===== config.mk =====
export PLATFORM = sky130hd
export DESIGN_NAME = step_counter_daily_accumulator
export DESIGN_NICKNAME = d
export VERILOG_FILES = /design/src/hw/rtl/scda_pkg.sv /design/src/hw/rtl/scda_csr.sv /design/src/hw/rtl/scda_update.sv /design/src/hw/rtl/scda_metrics.sv /design/src/hw/rtl/step_counter_daily_accumulator.sv
export SDC_FILE = /design/constraint.sdc
export NUM_CORES = 2
export LEC_CHECK = 0
export ABC_AREA = 1
export BUFFER_PORTS_ARGS = -buffer_cell sky130_fd_sc_hd__buf_4
export CAP_MARGIN = 20
export CORE_ASPECT_RATIO = 0.5
export CORE_MARGIN = 8
export CORE_UTILIZATION = 35
export CTS_CLUSTER_DIAMETER = 120
export DETAILED_ROUTE_END_ITERATION = 7
export SLEW_MARGIN = 20
export SYNTH_ARGS = -nofsm -noshare
export SYNTH_HDL_FRONTEND = slang
export SYNTH_SLANG_ARGS = --single-unit

===== constraint.sdc =====
create_clock -name clock -period 7.1 [get_ports clock]
set_clock_uncertainty 0.2 [all_clocks]
set_input_delay 1.42 -clock clock [delete_from_list [all_inputs] [get_ports clock]]
set_output_delay 1.42 -clock clock [all_outputs]
set_load 0.01 [all_outputs]

===== src/hw/rtl/scda_pkg.sv =====
`timescale 1ns / 1ps

package scda_pkg;

   // configuration port
   localparam int CSR_INDEX_W = 2;
   localparam int CSR_DATA_W  = 16;

   localparam logic [CSR_INDEX_W-1:0] CFG_MAX_DELTA = 2'd0;
   localparam logic [CSR_INDEX_W-1:0] CFG_KCAL      = 2'd1;
   localparam logic [CSR_INDEX_W-1:0] CFG_STRIDE    = 2'd2;

   localparam logic [15:0] MAX_DELTA_RESET = 16'd12;
   localparam logic [9:0]  KCAL_RESET      = 10'd40;
   localparam logic [11:0] STRIDE_RESET    = 12'd700;

   // unsigned divide by 1000: (n * MAGIC) >> SHIFT, exact for 32-bit n
   localparam logic [28:0] DIV1000_MAGIC = 29'h10624DD3;
   localparam int          DIV1000_SHIFT = 38;
   localparam logic [9:0]  THOUSAND      = 10'd1000;
   localparam logic [8:0]  ROUND_HALF    = 9'd500;

   // day key validity limits
   localparam logic [3:0] MONTH_MIN = 4'd1;
   localparam logic [3:0] MONTH_MAX = 4'd12;

   typedef struct packed {
      logic [15:0] max_delta;
      logic [9:0]  kcal;
      logic [11:0] stride;
   } cfg_type;

   typedef struct packed {
      logic [15:0] count;
      logic        date_ok;
      logic [6:0]  year;
      logic [3:0]  month;
      logic [4:0]  day;
   } poll_type;

   typedef struct packed {
      logic        publish;
      logic        metrics_valid;
      logic [31:0] total;
   } tally_type;

endpackage


===== src/hw/rtl/scda_csr.sv =====
`timescale 1ns / 1ps

module scda_csr
   import scda_pkg::*;
(
   input  logic                   clock,
   input  logic                   reset,
   input  logic                   csr_write_en,
   input  logic [CSR_INDEX_W-1:0] csr_index,
   input  logic [CSR_DATA_W-1:0]  csr_write_data,
   output cfg_type                cfg
);

   cfg_type cfg_ff;
   cfg_type cfg_in;

   // register write decode, unknown indexes are dropped
   always_comb begin
      cfg_in = cfg_ff;
      if (csr_write_en) begin
         case (csr_index)
            CFG_MAX_DELTA: cfg_in.max_delta = csr_write_data;
            CFG_KCAL:      cfg_in.kcal      = csr_write_data[9:0];
            CFG_STRIDE:    cfg_in.stride    = csr_write_data[11:0];
            default:       cfg_in = cfg_ff;
         endcase
      end
   end

   always_ff @(posedge clock) begin
      if (reset) begin
         cfg_ff.max_delta <= MAX_DELTA_RESET;
         cfg_ff.kcal      <= KCAL_RESET;
         cfg_ff.stride    <= STRIDE_RESET;
      end else begin
         cfg_ff <= cfg_in;
      end
   end

   assign cfg = cfg_ff;

endmodule


===== src/hw/rtl/scda_update.sv =====
`timescale 1ns / 1ps

module scda_update
   import scda_pkg::*;
(
   input  logic      clock,
   input  logic      reset,
   input  cfg_type   cfg,
   input  logic      in_valid,
   input  poll_type  in_poll,
   output logic      in_ready,
   output logic      out_valid,
   output tally_type out_tally,
   input  logic      out_ready
);

   logic        baseline_ff, baseline_in;
   logic [15:0] last_count_ff, last_count_in;
   logic [15:0] day_key_ff, day_key_in;
   logic        day_known_ff, day_known_in;
   logic [31:0] total_ff, total_in;
   logic        tally_v_ff;
   tally_type   tally_ff, tally_in;

   logic        fire;
   logic        key_valid;
   logic [15:0] key;
   logic [15:0] delta;
   logic [32:0] sum;

   assign in_ready = !tally_v_ff || out_ready;
   assign fire     = in_valid && in_ready;

   // day key from the date
   assign key_valid = in_poll.date_ok && (in_poll.month >= MONTH_MIN)
                      && (in_poll.month <= MONTH_MAX) && (in_poll.day != 5'd0);
   assign key   = {in_poll.year, in_poll.month, in_poll.day};
   assign delta = in_poll.count - last_count_ff;
   assign sum   = {1'b0, total_ff} + {17'd0, delta};

   // baseline, new day or wrapped delta accumulation
   always_comb begin
      baseline_in   = baseline_ff;
      last_count_in = last_count_ff;
      day_key_in    = day_key_ff;
      day_known_in  = day_known_ff;
      total_in      = total_ff;
      tally_in      = tally_ff;
      if (fire) begin
         tally_in.publish = 1'b0;
         last_count_in    = in_poll.count;
         if (!baseline_ff) begin
            baseline_in      = 1'b1;
            day_known_in     = key_valid;
            day_key_in       = key_valid ? key : 16'd0;
            tally_in.publish = 1'b1;
         end else if (key_valid && (!day_known_ff || (key != day_key_ff))) begin
            day_key_in       = key;
            day_known_in     = 1'b1;
            total_in         = 32'd0;
            tally_in.publish = 1'b1;
         end else if ((delta != 16'd0) && (delta <= cfg.max_delta)) begin
            total_in         = sum[32] ? 32'hFFFF_FFFF : sum[31:0];
            tally_in.publish = 1'b1;
         end
         tally_in.metrics_valid = 1'b1;
         tally_in.total         = total_in;
      end
   end

   always_ff @(posedge clock) begin
      if (reset) begin
         baseline_ff   <= 1'b0;
         last_count_ff <= 16'd0;
         day_key_ff    <= 16'd0;
         day_known_ff  <= 1'b0;
         total_ff      <= 32'd0;
         tally_v_ff    <= 1'b0;
      end else begin
         baseline_ff   <= baseline_in;
         last_count_ff <= last_count_in;
         day_key_ff    <= day_key_in;
         day_known_ff  <= day_known_in;
         total_ff      <= total_in;
         if (in_ready) begin
            tally_v_ff <= in_valid;
         end
      end
   end

   always_ff @(posedge clock) begin
      tally_ff <= tally_in;
   end

   assign out_valid = tally_v_ff;
   assign out_tally = tally_ff;

   // once a baseline is taken it stays until reset
   a_baseline_sticky: assert property (@(posedge clock) disable iff (reset)
      baseline_ff |=> baseline_ff)
      else $error("baseline flag dropped");

   // a known day implies a baseline
   a_day_needs_base: assert property (@(posedge clock) disable iff (reset)
      day_known_ff |-> baseline_ff)
      else $error("day known without baseline");

   // every request leaving this stage reports a baseline
   a_tally_valid: assert property (@(posedge clock) disable iff (reset)
      tally_v_ff |-> (tally_ff.metrics_valid && baseline_ff))
      else $error("tally without baseline");

endmodule


===== src/hw/rtl/scda_metrics.sv =====
`timescale 1ns / 1ps

module scda_metrics
   import scda_pkg::*;
(
   input  logic        clock,
   input  logic        reset,
   input  cfg_type     cfg,
   input  logic        in_valid,
   input  tally_type   in_tally,
   output logic        in_ready,
   output logic        rsp_valid,
   input  logic        rsp_stall,
   output logic        rsp_publish,
   output logic [31:0] rsp_daily_steps,
   output logic [15:0] rsp_calories,
   output logic [31:0] rsp_distance,
   output logic        rsp_metrics_valid
);

   logic v2_ff, v3_ff, v4_ff, v5_ff;
   logic rdy2, rdy3, rdy4, rdy5;

   // stage 2: thousands of steps by reciprocal
   logic [60:0] quot_prod;
   tally_type   t2_ff;
   logic [22:0] thou2_ff, thou2_in;

   // stage 3: remainder and whole-thousand products
   logic [32:0] thou_x1000;
   logic [31:0] rem_full;
   tally_type   t3_ff;
   logic [9:0]  rem3_ff, rem3_in;
   logic [32:0] kc3_ff, kc3_in;
   logic [34:0] st3_ff, st3_in;

   // stage 4: remainder products with rounding
   tally_type   t4_ff;
   logic [32:0] kc4_ff;
   logic [34:0] st4_ff;
   logic [19:0] rk4_ff, rk4_in;
   logic [21:0] rs4_ff, rs4_in;

   // stage 5: final divide, sum and saturation
   logic [48:0] qk_prod;
   logic [50:0] qs_prod;
   logic [33:0] cal_sum;
   logic [35:0] dist_sum;
   logic        pub5_ff, mv5_ff;
   logic [31:0] steps5_ff;
   logic [15:0] cal5_ff, cal5_in;
   logic [31:0] dist5_ff, dist5_in;

   // back-pressure chain
   assign rdy5     = !v5_ff || !rsp_stall;
   assign rdy4     = !v4_ff || rdy5;
   assign rdy3     = !v3_ff || rdy4;
   assign rdy2     = !v2_ff || rdy3;
   assign in_ready = rdy2;

   assign quot_prod = 61'(in_tally.total) * 61'(DIV1000_MAGIC);
   assign thou2_in  = quot_prod[DIV1000_SHIFT +: 23];

   assign thou_x1000 = 33'(thou2_ff) * 33'(THOUSAND);
   assign rem_full   = t2_ff.total - thou_x1000[31:0];
   assign rem3_in    = rem_full[9:0];
   assign kc3_in     = 33'(thou2_ff) * 33'(cfg.kcal);
   assign st3_in     = 35'(thou2_ff) * 35'(cfg.stride);

   assign rk4_in = 20'(rem3_ff) * 20'(cfg.kcal) + 20'(ROUND_HALF);
   assign rs4_in = 22'(rem3_ff) * 22'(cfg.stride) + 22'(ROUND_HALF);

   assign qk_prod  = 49'(rk4_ff) * 49'(DIV1000_MAGIC);
   assign qs_prod  = 51'(rs4_ff) * 51'(DIV1000_MAGIC);
   assign cal_sum  = 34'(kc4_ff) + 34'(qk_prod[DIV1000_SHIFT +: 10]);
   assign dist_sum = 36'(st4_ff) + 36'(qs_prod[DIV1000_SHIFT +: 12]);
   assign cal5_in  = (cal_sum > 34'h0_0000_FFFF) ? 16'hFFFF : cal_sum[15:0];
   assign dist5_in = (dist_sum > 36'h0_FFFF_FFFF) ? 32'hFFFF_FFFF : dist_sum[31:0];

   // stage valid bits
   always_ff @(posedge clock) begin
      if (reset) begin
         v2_ff <= 1'b0;
         v3_ff <= 1'b0;
         v4_ff <= 1'b0;
         v5_ff <= 1'b0;
      end else begin
         if (rdy2) begin
            v2_ff <= in_valid;
         end
         if (rdy3) begin
            v3_ff <= v2_ff;
         end
         if (rdy4) begin
            v4_ff <= v3_ff;
         end
         if (rdy5) begin
            v5_ff <= v4_ff;
         end
      end
   end

   // stage payloads
   always_ff @(posedge clock) begin
      if (rdy2 && in_valid) begin
         t2_ff    <= in_tally;
         thou2_ff <= thou2_in;
      end
      if (rdy3 && v2_ff) begin
         t3_ff   <= t2_ff;
         rem3_ff <= rem3_in;
         kc3_ff  <= kc3_in;
         st3_ff  <= st3_in;
      end
      if (rdy4 && v3_ff) begin
         t4_ff  <= t3_ff;
         kc4_ff <= kc3_ff;
         st4_ff <= st3_ff;
         rk4_ff <= rk4_in;
         rs4_ff <= rs4_in;
      end
      if (rdy5 && v4_ff) begin
         pub5_ff   <= t4_ff.publish;
         mv5_ff    <= t4_ff.metrics_valid;
         steps5_ff <= t4_ff.total;
         cal5_ff   <= cal5_in;
         dist5_ff  <= dist5_in;
      end
   end

   assign rsp_valid         = v5_ff;
   assign rsp_publish       = pub5_ff;
   assign rsp_daily_steps   = steps5_ff;
   assign rsp_calories      = cal5_ff;
   assign rsp_distance      = dist5_ff;
   assign rsp_metrics_valid = mv5_ff;

   // reciprocal quotient never overshoots the total
   a_quot_low: assert property (@(posedge clock) disable iff (reset)
      v2_ff |-> (thou_x1000 <= {1'b0, t2_ff.total}))
      else $error("thousands quotient too large");

   // remainder after the thousands split stays below one thousand
   a_rem_range: assert property (@(posedge clock) disable iff (reset)
      v3_ff |-> (rem3_ff < THOUSAND))
      else $error("remainder out of range");

   // no steps means no calories and no distance
   a_zero_total: assert property (@(posedge clock) disable iff (reset)
      (rsp_valid && (rsp_daily_steps == 32'd0)) |->
      ((rsp_calories == 16'd0) && (rsp_distance == 32'd0)))
      else $error("metrics nonzero with zero steps");

endmodule


===== src/hw/rtl/step_counter_daily_accumulator.sv =====
`timescale 1ns / 1ps
// order: input register, update stage, metrics stages 2 to 5, then rsp_valid
// throughput: one request per cycle when not stalled, the six-stage pipeline fills
// bubbles under rsp_stall; the divide-by-thousand multiplier stages set the depth
// reset: synchronous, clears baseline, day, total and all stage valid bits
// reset: configuration returns to max delta 12, 40 kcal, 700 mm stride

module step_counter_daily_accumulator
   import scda_pkg::*;
(
   input  logic                   clock,
   input  logic                   reset,
   input  logic                   req_valid,
   output logic                   req_stall,
   input  logic [15:0]            req_hardware_step_count,
   input  logic                   req_date_read_ok,
   input  logic [6:0]             req_calendar_year,
   input  logic [3:0]             req_calendar_month,
   input  logic [4:0]             req_calendar_day,
   output logic                   rsp_valid,
   input  logic                   rsp_stall,
   output logic                   rsp_publish,
   output logic [31:0]            rsp_daily_steps,
   output logic [15:0]            rsp_calories,
   output logic [31:0]            rsp_distance,
   output logic                   rsp_metrics_valid,
   input  logic                   csr_write_en,
   input  logic [CSR_INDEX_W-1:0] csr_index,
   input  logic [CSR_DATA_W-1:0]  csr_write_data
);

   cfg_type   cfg;
   logic      req_v_ff;
   poll_type  poll_ff;
   logic      rdy0;
   logic      upd_ready;
   logic      tally_valid;
   tally_type tally;
   logic      met_ready;

   scda_csr u_csr (
      .clock          (clock),
      .reset          (reset),
      .csr_write_en   (csr_write_en),
      .csr_index      (csr_index),
      .csr_write_data (csr_write_data),
      .cfg            (cfg)
   );

   // input register
   assign rdy0      = !req_v_ff || upd_ready;
   assign req_stall = !rdy0;

   always_ff @(posedge clock) begin
      if (reset) begin
         req_v_ff <= 1'b0;
      end else if (rdy0) begin
         req_v_ff <= req_valid;
      end
   end

   always_ff @(posedge clock) begin
      if (rdy0 && req_valid) begin
         poll_ff.count   <= req_hardware_step_count;
         poll_ff.date_ok <= req_date_read_ok;
         poll_ff.year    <= req_calendar_year;
         poll_ff.month   <= req_calendar_month;
         poll_ff.day     <= req_calendar_day;
      end
   end

   scda_update u_update (
      .clock     (clock),
      .reset     (reset),
      .cfg       (cfg),
      .in_valid  (req_v_ff),
      .in_poll   (poll_ff),
      .in_ready  (upd_ready),
      .out_valid (tally_valid),
      .out_tally (tally),
      .out_ready (met_ready)
   );

   scda_metrics u_metrics (
      .clock             (clock),
      .reset             (reset),
      .cfg               (cfg),
      .in_valid          (tally_valid),
      .in_tally          (tally),
      .in_ready          (met_ready),
      .rsp_valid         (rsp_valid),
      .rsp_stall         (rsp_stall),
      .rsp_publish       (rsp_publish),
      .rsp_daily_steps   (rsp_daily_steps),
      .rsp_calories      (rsp_calories),
      .rsp_distance      (rsp_distance),
      .rsp_metrics_valid (rsp_metrics_valid)
   );

endmodule

Yosys cells after proc, flatten, opt, wreduce, memory -nomap -nowiden
Index checks and enable logic that the tools add are counted.
Cells by class
  add/sub/neg operators: 7
  multiply operators: 8
  $lt $le $gt $ge: 5
  eq/ne operators: 4
  muxes and demuxes: 10
  bitwise gates (word level): 1
  reductions and logical operators: 35
Operators by type and width (count)
  2-to-1 mux 32 bit: 4
  multiplier 32 x 29 -> 61 bit, second input constant: 1
  multiplier 22 x 29 -> 50 bit, second input constant: 1
  multiplier 20 x 29 -> 48 bit, second input constant: 1
  2-to-1 mux 16 bit: 3
  adder 35 x 12 -> 36 bit: 1
  > comparator 36 x 32 -> 1 bit, second input constant: 1
  multiplier 23 x 12 -> 35 bit: 1
  adder 33 x 10 -> 34 bit: 1
  > comparator 34 x 16 -> 1 bit, second input constant: 1
  adder 32 x 16 -> 33 bit: 1
  multiplier 23 x 10 -> 33 bit: 1
  multiplier 23 x 7 -> 7 bit, second input constant: 1
  adder 22 x 9 -> 22 bit, second input constant: 1
  multiplier 10 x 12 -> 22 bit: 1
  adder 20 x 9 -> 20 bit, second input constant: 1
  multiplier 10 x 10 -> 20 bit: 1
  <= comparator 16 bit: 1
  inequality test 16 bit: 1
  nonzero test 16 bit: 1
  subtractor 16 bit: 1
  logical AND 1 bit: 11
  subtractor 10 bit: 1
  zero test 1 bit: 9
  other kinds (12): 23
Storage, ports and cells
  register bits after elaboration: 567
  output and inout bits: 84
  word-level logic and storage cells: 109

Longest topological paths before layout
  depth in word-level cells: 8
  gate-level depth with buffers: 43
  mapped depth without buffers: 42

Cells and area by module
From an unflattened synthesis, not the netlist that was laid out.
Second synthesis, totals
  cell total of the unflattened synthesis: 9588
  area, all modules: 83318.7 um^2
Modules (own cells, without submodules)
  scda_metrics: instances 1, cells an instance 8083, area each 72744.8 um^2, seq. area each 11851.4 um^2
  scda_update: instances 1, cells an instance 1235, area each 7925.1 um^2, seq. area each 2332.2 um^2
  scda_csr: instances 1, cells an instance 230, area each 1611.5 um^2, seq. area each 760.7 um^2
  step_counter_daily_accumulator: instances 1, cells an instance 40, area each 1037.2 um^2, seq. area each 1011.0 um^2

Worst setup path before layout
No wires, ideal clock.
  kind: flip-flop to flip-flop
  from: register u_metrics.rk4_ff[8]
  to: register u_metrics.cal5_ff[5], in the netlist u_metrics.rsp_calories[5] (data pin)
  library setup time: 270 ps
  arrival: 7116 ps
  setup slack: -487 ps
  stages on the path, launching flop included: 36
  period minus slack after synthesis: 7587 ps
  cell sequence: edfxtp_1 fa_1 fa_1 fa_1 fa_1 inv_1 fa_1 inv_1 fa_1 fa_1 ha_1 nand2_1 nor2_1 inv_1 nor3_1 inv_1 nor3_1 nand3_1 nand3_1 xor2_1 inv_1 fa_1 inv_1 nand3_1 nand2_2 a21boi_2 inv_2 nand2_2 a21oi_1 nand2_1 xnor2_1 nor2_1 nand2_2 nor2_4 clkbuf_8 nand4_2
On the way
  cells in the longest elaborated chain, start to end: 3
Ends and longest elaborated chain
  start: declaration: line scda_metrics.sv:41  | logic [19:0] rk4_ff, rk4_in;
  start signal: assignment: line scda_metrics.sv:119  | rk4_ff <= rk4_in;
  multiplier 20 x 29 -> 48 bit (*): line scda_metrics.sv:73  | assign qk_prod = 49'(rk4_ff) * 49'(DIV1000_MAGIC);
  adder 33 x 10 -> 34 bit (*): line scda_metrics.sv:75  | assign cal_sum = 34'(kc4_ff) + 34'(qk_prod[DIV1000_SHIFT +: 10]);
  > comparator 34 x 16 -> 1 bit: line scda_metrics.sv:77  | assign cal5_in = (cal_sum > 34'h0_0000_FFFF) ? 16'hFFFF : cal_sum[15:0];
  end signal: assignment: line scda_metrics.sv:126  | cal5_ff <= cal5_in;
  end: declaration: line scda_metrics.sv:51  | logic [15:0] cal5_ff, cal5_in;
Mark *: on every way between the ends. The rest lies on a longest branch, timed or not.
A chain may end at the register's enable or synchronous reset.

Final worst setup path
  from: register u_metrics.rk4_ff[17]
  to: register u_metrics.cal5_ff[8], in the netlist u_metrics.rsp_calories[8] (data pin)
The elaborated chain is that of the path after synthesis.

==> flow_summary.yaml <==
floorplan:
  die_w_um: 700
  rows: 125
  io_pins: 140
  core_area_sq_mm: 0.232
  dieArea_sq_mm: 0.251
  start_util_pct: 35.2
  die_y_um: 358
placed_design:
  hpwl_um: 192000
  globalplace.congestion: 0.932
  post-place-ws_ns: -0.771
  port_buffers: 138
  place_area_sq_mm: 0.0903
logic_synthesis:
  synth_ff_type: "edfxtp_1"
  yosysTopAreaCellShare_pct: 28.8
  synth_edf_count: 454
  ys_ff_latch: 564
  synthCells: 9146
  syn_area_sq_mm: 0.0819
  synth_top_area_cell: "fa_1"
  avgSynthCellArea_sq_um: 8.96
  ys_seq_area_share_pct: 19.3
  synth_nets: 11600
  ys_top_cells_by_area: "fa_1, ha_1, edfxtp_1"
  synthDistinctLibCells: 64
  synth_warnings: 0
  synthArstFlopShare_pct: 0
clocking:
  cts_buffers: 61
  cts_tree: "yes"
  cts.path.max_buffers: 3
  clkTransAtPathRegs_ns: 0.07
  clkSinkCount: 564
  htree_levels: 2
  clk_latency_ns: 0.73
  cts_root_buffer: "clkbuf_16"
detailed_routing:
  wl_um: 229000
  drt_iter0_markers: 3744
  vias: 61700
  routed_via_density: 4.78
  antenna_left: 0
  drt_first_pass_iters: 5
  wl_per_cell_um: 17.8
  drc_errors: 0
global_route:
  antenna_found_initial: 2
  grt_first_pass_wirelength_um: 362000
  grt_max_degree: 114
  grt_remaining_overflow: 0
  grt_pass1_vias: 64500
  grtUsageTotal_pct: 18.2
timing:
  worst_slack_ns: -0.685
  setup_viol: 48
  finalCriticalPeriod_ns: 7.78
  tightest_slew_ns: 1.16
  fin_hold_ws_ns: 0.185
  rsz0062_at_grt: "true"
  fin_crit_sh_pct: 110
  tns_ns: -31.08
  max_freq_ghz: 0.128
  drv_slew: 0
  hold_viol_final: 0
  slew_headroom_pct: 22.5
setup_path:
  cp_max_fo: 8
  required_ns: 7.32
  critPathBufInv: 7
  crit_arrival_ns: 8.00
  path_class: "reg -> reg"
  worst_path_dominant_cell_family: "adder cells"
  critPathSlowestCell: "fa_1"
  cp_slowest_stage_delay_ns: 0.57
  critPathLaunchType: "flop"
  endpoint_kind: "flop"
outcome:
  violations: "setup timing"
  outcome: "complete, but fails checks"
min_path:
  hold_path.class: "reg -> reg"
finish:
  layout-drive-gt1-share_pct: 13.7
  stdcell_area_sq_mm: 0.0949
  fillers: 23200
  nets: 12200
  layout-area-overhead-vs-synth_pct: 15.9
job:
  drv_cap: 0
[cells by family after synthesis]
family | count (synthesis) | share of synthesized area [%]
other | 1 | 0.00458
DFF | 564 | 19.3
and+or+nand+nor | 2651 | 13.6
AOI/OAI and AO/OA | 852 | 5.84
xor gates and xnor gates | 249 | 2.66
adders and majority gates | 2369 | 47.0
buffers and inverters | 2460 | 11.5
[repair_timing]
action / 4_1_cts / 5_1_grt
pin swaps: 30 / 177
endpoints found under the setup margin: 48 / 53
gates cloned: 0 / 4
buffers inserted: 8 / 45
hold buffers: 0 / 0
gates resized for setup: 51 / 379
[final cells by class]
| class | count | area (sq um) | share of cell area, % |
|---|---|---|---|
| multi-input cells | 6122 | 58800 | 62.0 |
| inverters | 2252 | 8460 | 8.91 |
| clock buffers | 72 | 1620 | 1.70 |
| flip-flops and latches | 564 | 15800 | 16.7 |
| diodes | 3 | 7.51 | 0.00791 |
| clock inverters | 44 | 536 | 0.564 |
| repair buffers | 731 | 5760 | 6.06 |
| well taps | 3111 | 3890 | 4.10 |
[per-stage QoR]
step,cells,util (%)
detailed placement,12700,38.9
global placement,12700,38.8
floorplan,9146,-
finish,12900,40.9
global route,12900,40.9
CTS,12800,39.9
[registers in the layout (all words and copies together) (netlist names), 10 cells and up]
| register | cells |
|---|---|
| u_metrics.rem3_ff | 10 |
| u_metrics.st3_ff | 35 |
| u_metrics.rsp_distance | 32 |
| u_metrics.rs4_ff | 22 |
| u_metrics.thou2_ff | 23 |
| u_metrics.rsp_daily_steps | 32 |
| u_update.out_tally | 33 |
| u_metrics.rk4_ff | 20 |
| u_metrics.st4_ff | 35 |
| u_update.day_key_ff | 16 |
| u_metrics.t4_ff | 33 |
| u_metrics.kc3_ff | 33 |
| u_metrics.kc4_ff | 33 |
| u_metrics.t2_ff | 33 |
| u_update.last_count_ff | 16 |
| u_metrics.t3_ff | 30 |
| u_metrics.rsp_calories | 16 |
| poll_ff | 33 |
| u_csr.cfg | 38 |
| u_update.total_ff | 32 |
[layout by cell type, fill, tap and decap left out, types with 90 or more instances in the layout]
| cell | count |
|---|---|
| inv_1 | 2206 |
| ha_1 | 1114 |
| xnor2_1 | 90 |
| xor2_1 | 150 |
| dfxtp_1 | 110 |
| buf_4 | 700 |
| a21oi_1 | 360 |
| fa_1 | 1150 |
| nand2_2 | 98 |
| o21ai_0 | 193 |
| edfxtp_1 | 454 |
| nand3_1 | 223 |
| nand2_1 | 1634 |
| nor2_1 | 356 |
[synthesized netlist by cell type, drive strengths merged (3+ instances only)]
master       number
edfxtp          454
o22ai             3
nand3           270
a221oi            3
buf              71
a21oi           413
o221ai            8
nand4            72
xor2            156
o21a             26
o21ai           232
nand3b            6
xnor2            93
a21boi           17
o21bai           20
nor3             82
a31oi            54
o31ai             8
dfxtp           110
a21o             41
clkinv            3
clkbuf          131
nand2          1752
fa             1179
nor2            418
dlygate4sd3       4
o211ai           16
nor4             25
or2              10
inv            2249
and3             12
ha             1190
[path summary, 6_finish.rpt]
check,startpoint,end,slack (ns),cells past startpoint
min,u_metrics.t3_ff[3],u_metrics.t4_ff[3],0.19,0
min reg2reg,u_metrics.t3_ff[3],u_metrics.t4_ff[3],0.19,0
max reg2reg,u_metrics.rk4_ff[17],u_metrics.rsp_calories[8],-0.68,35
max,u_metrics.rk4_ff[17],u_metrics.rsp_calories[8],-0.68,35
[metal layers]
| metal | up-vias | GRT usage, % | share of wire (%) |
|---|---|---|---|
| li1 | 29600 | - | - |
| met1 | 30400 | 25.0 | 46 |
| met2 | 1384 | 30.4 | 46 |
| met3 | 290 | 2.02 | 4.8 |
| met4 | 0 | 5.14 | 3.1 |
| met5 | - | 0 | 0 |
Power is not shown: default switching activity piles up to over one toggle a cycle in this logic, so the estimate is an artifact.
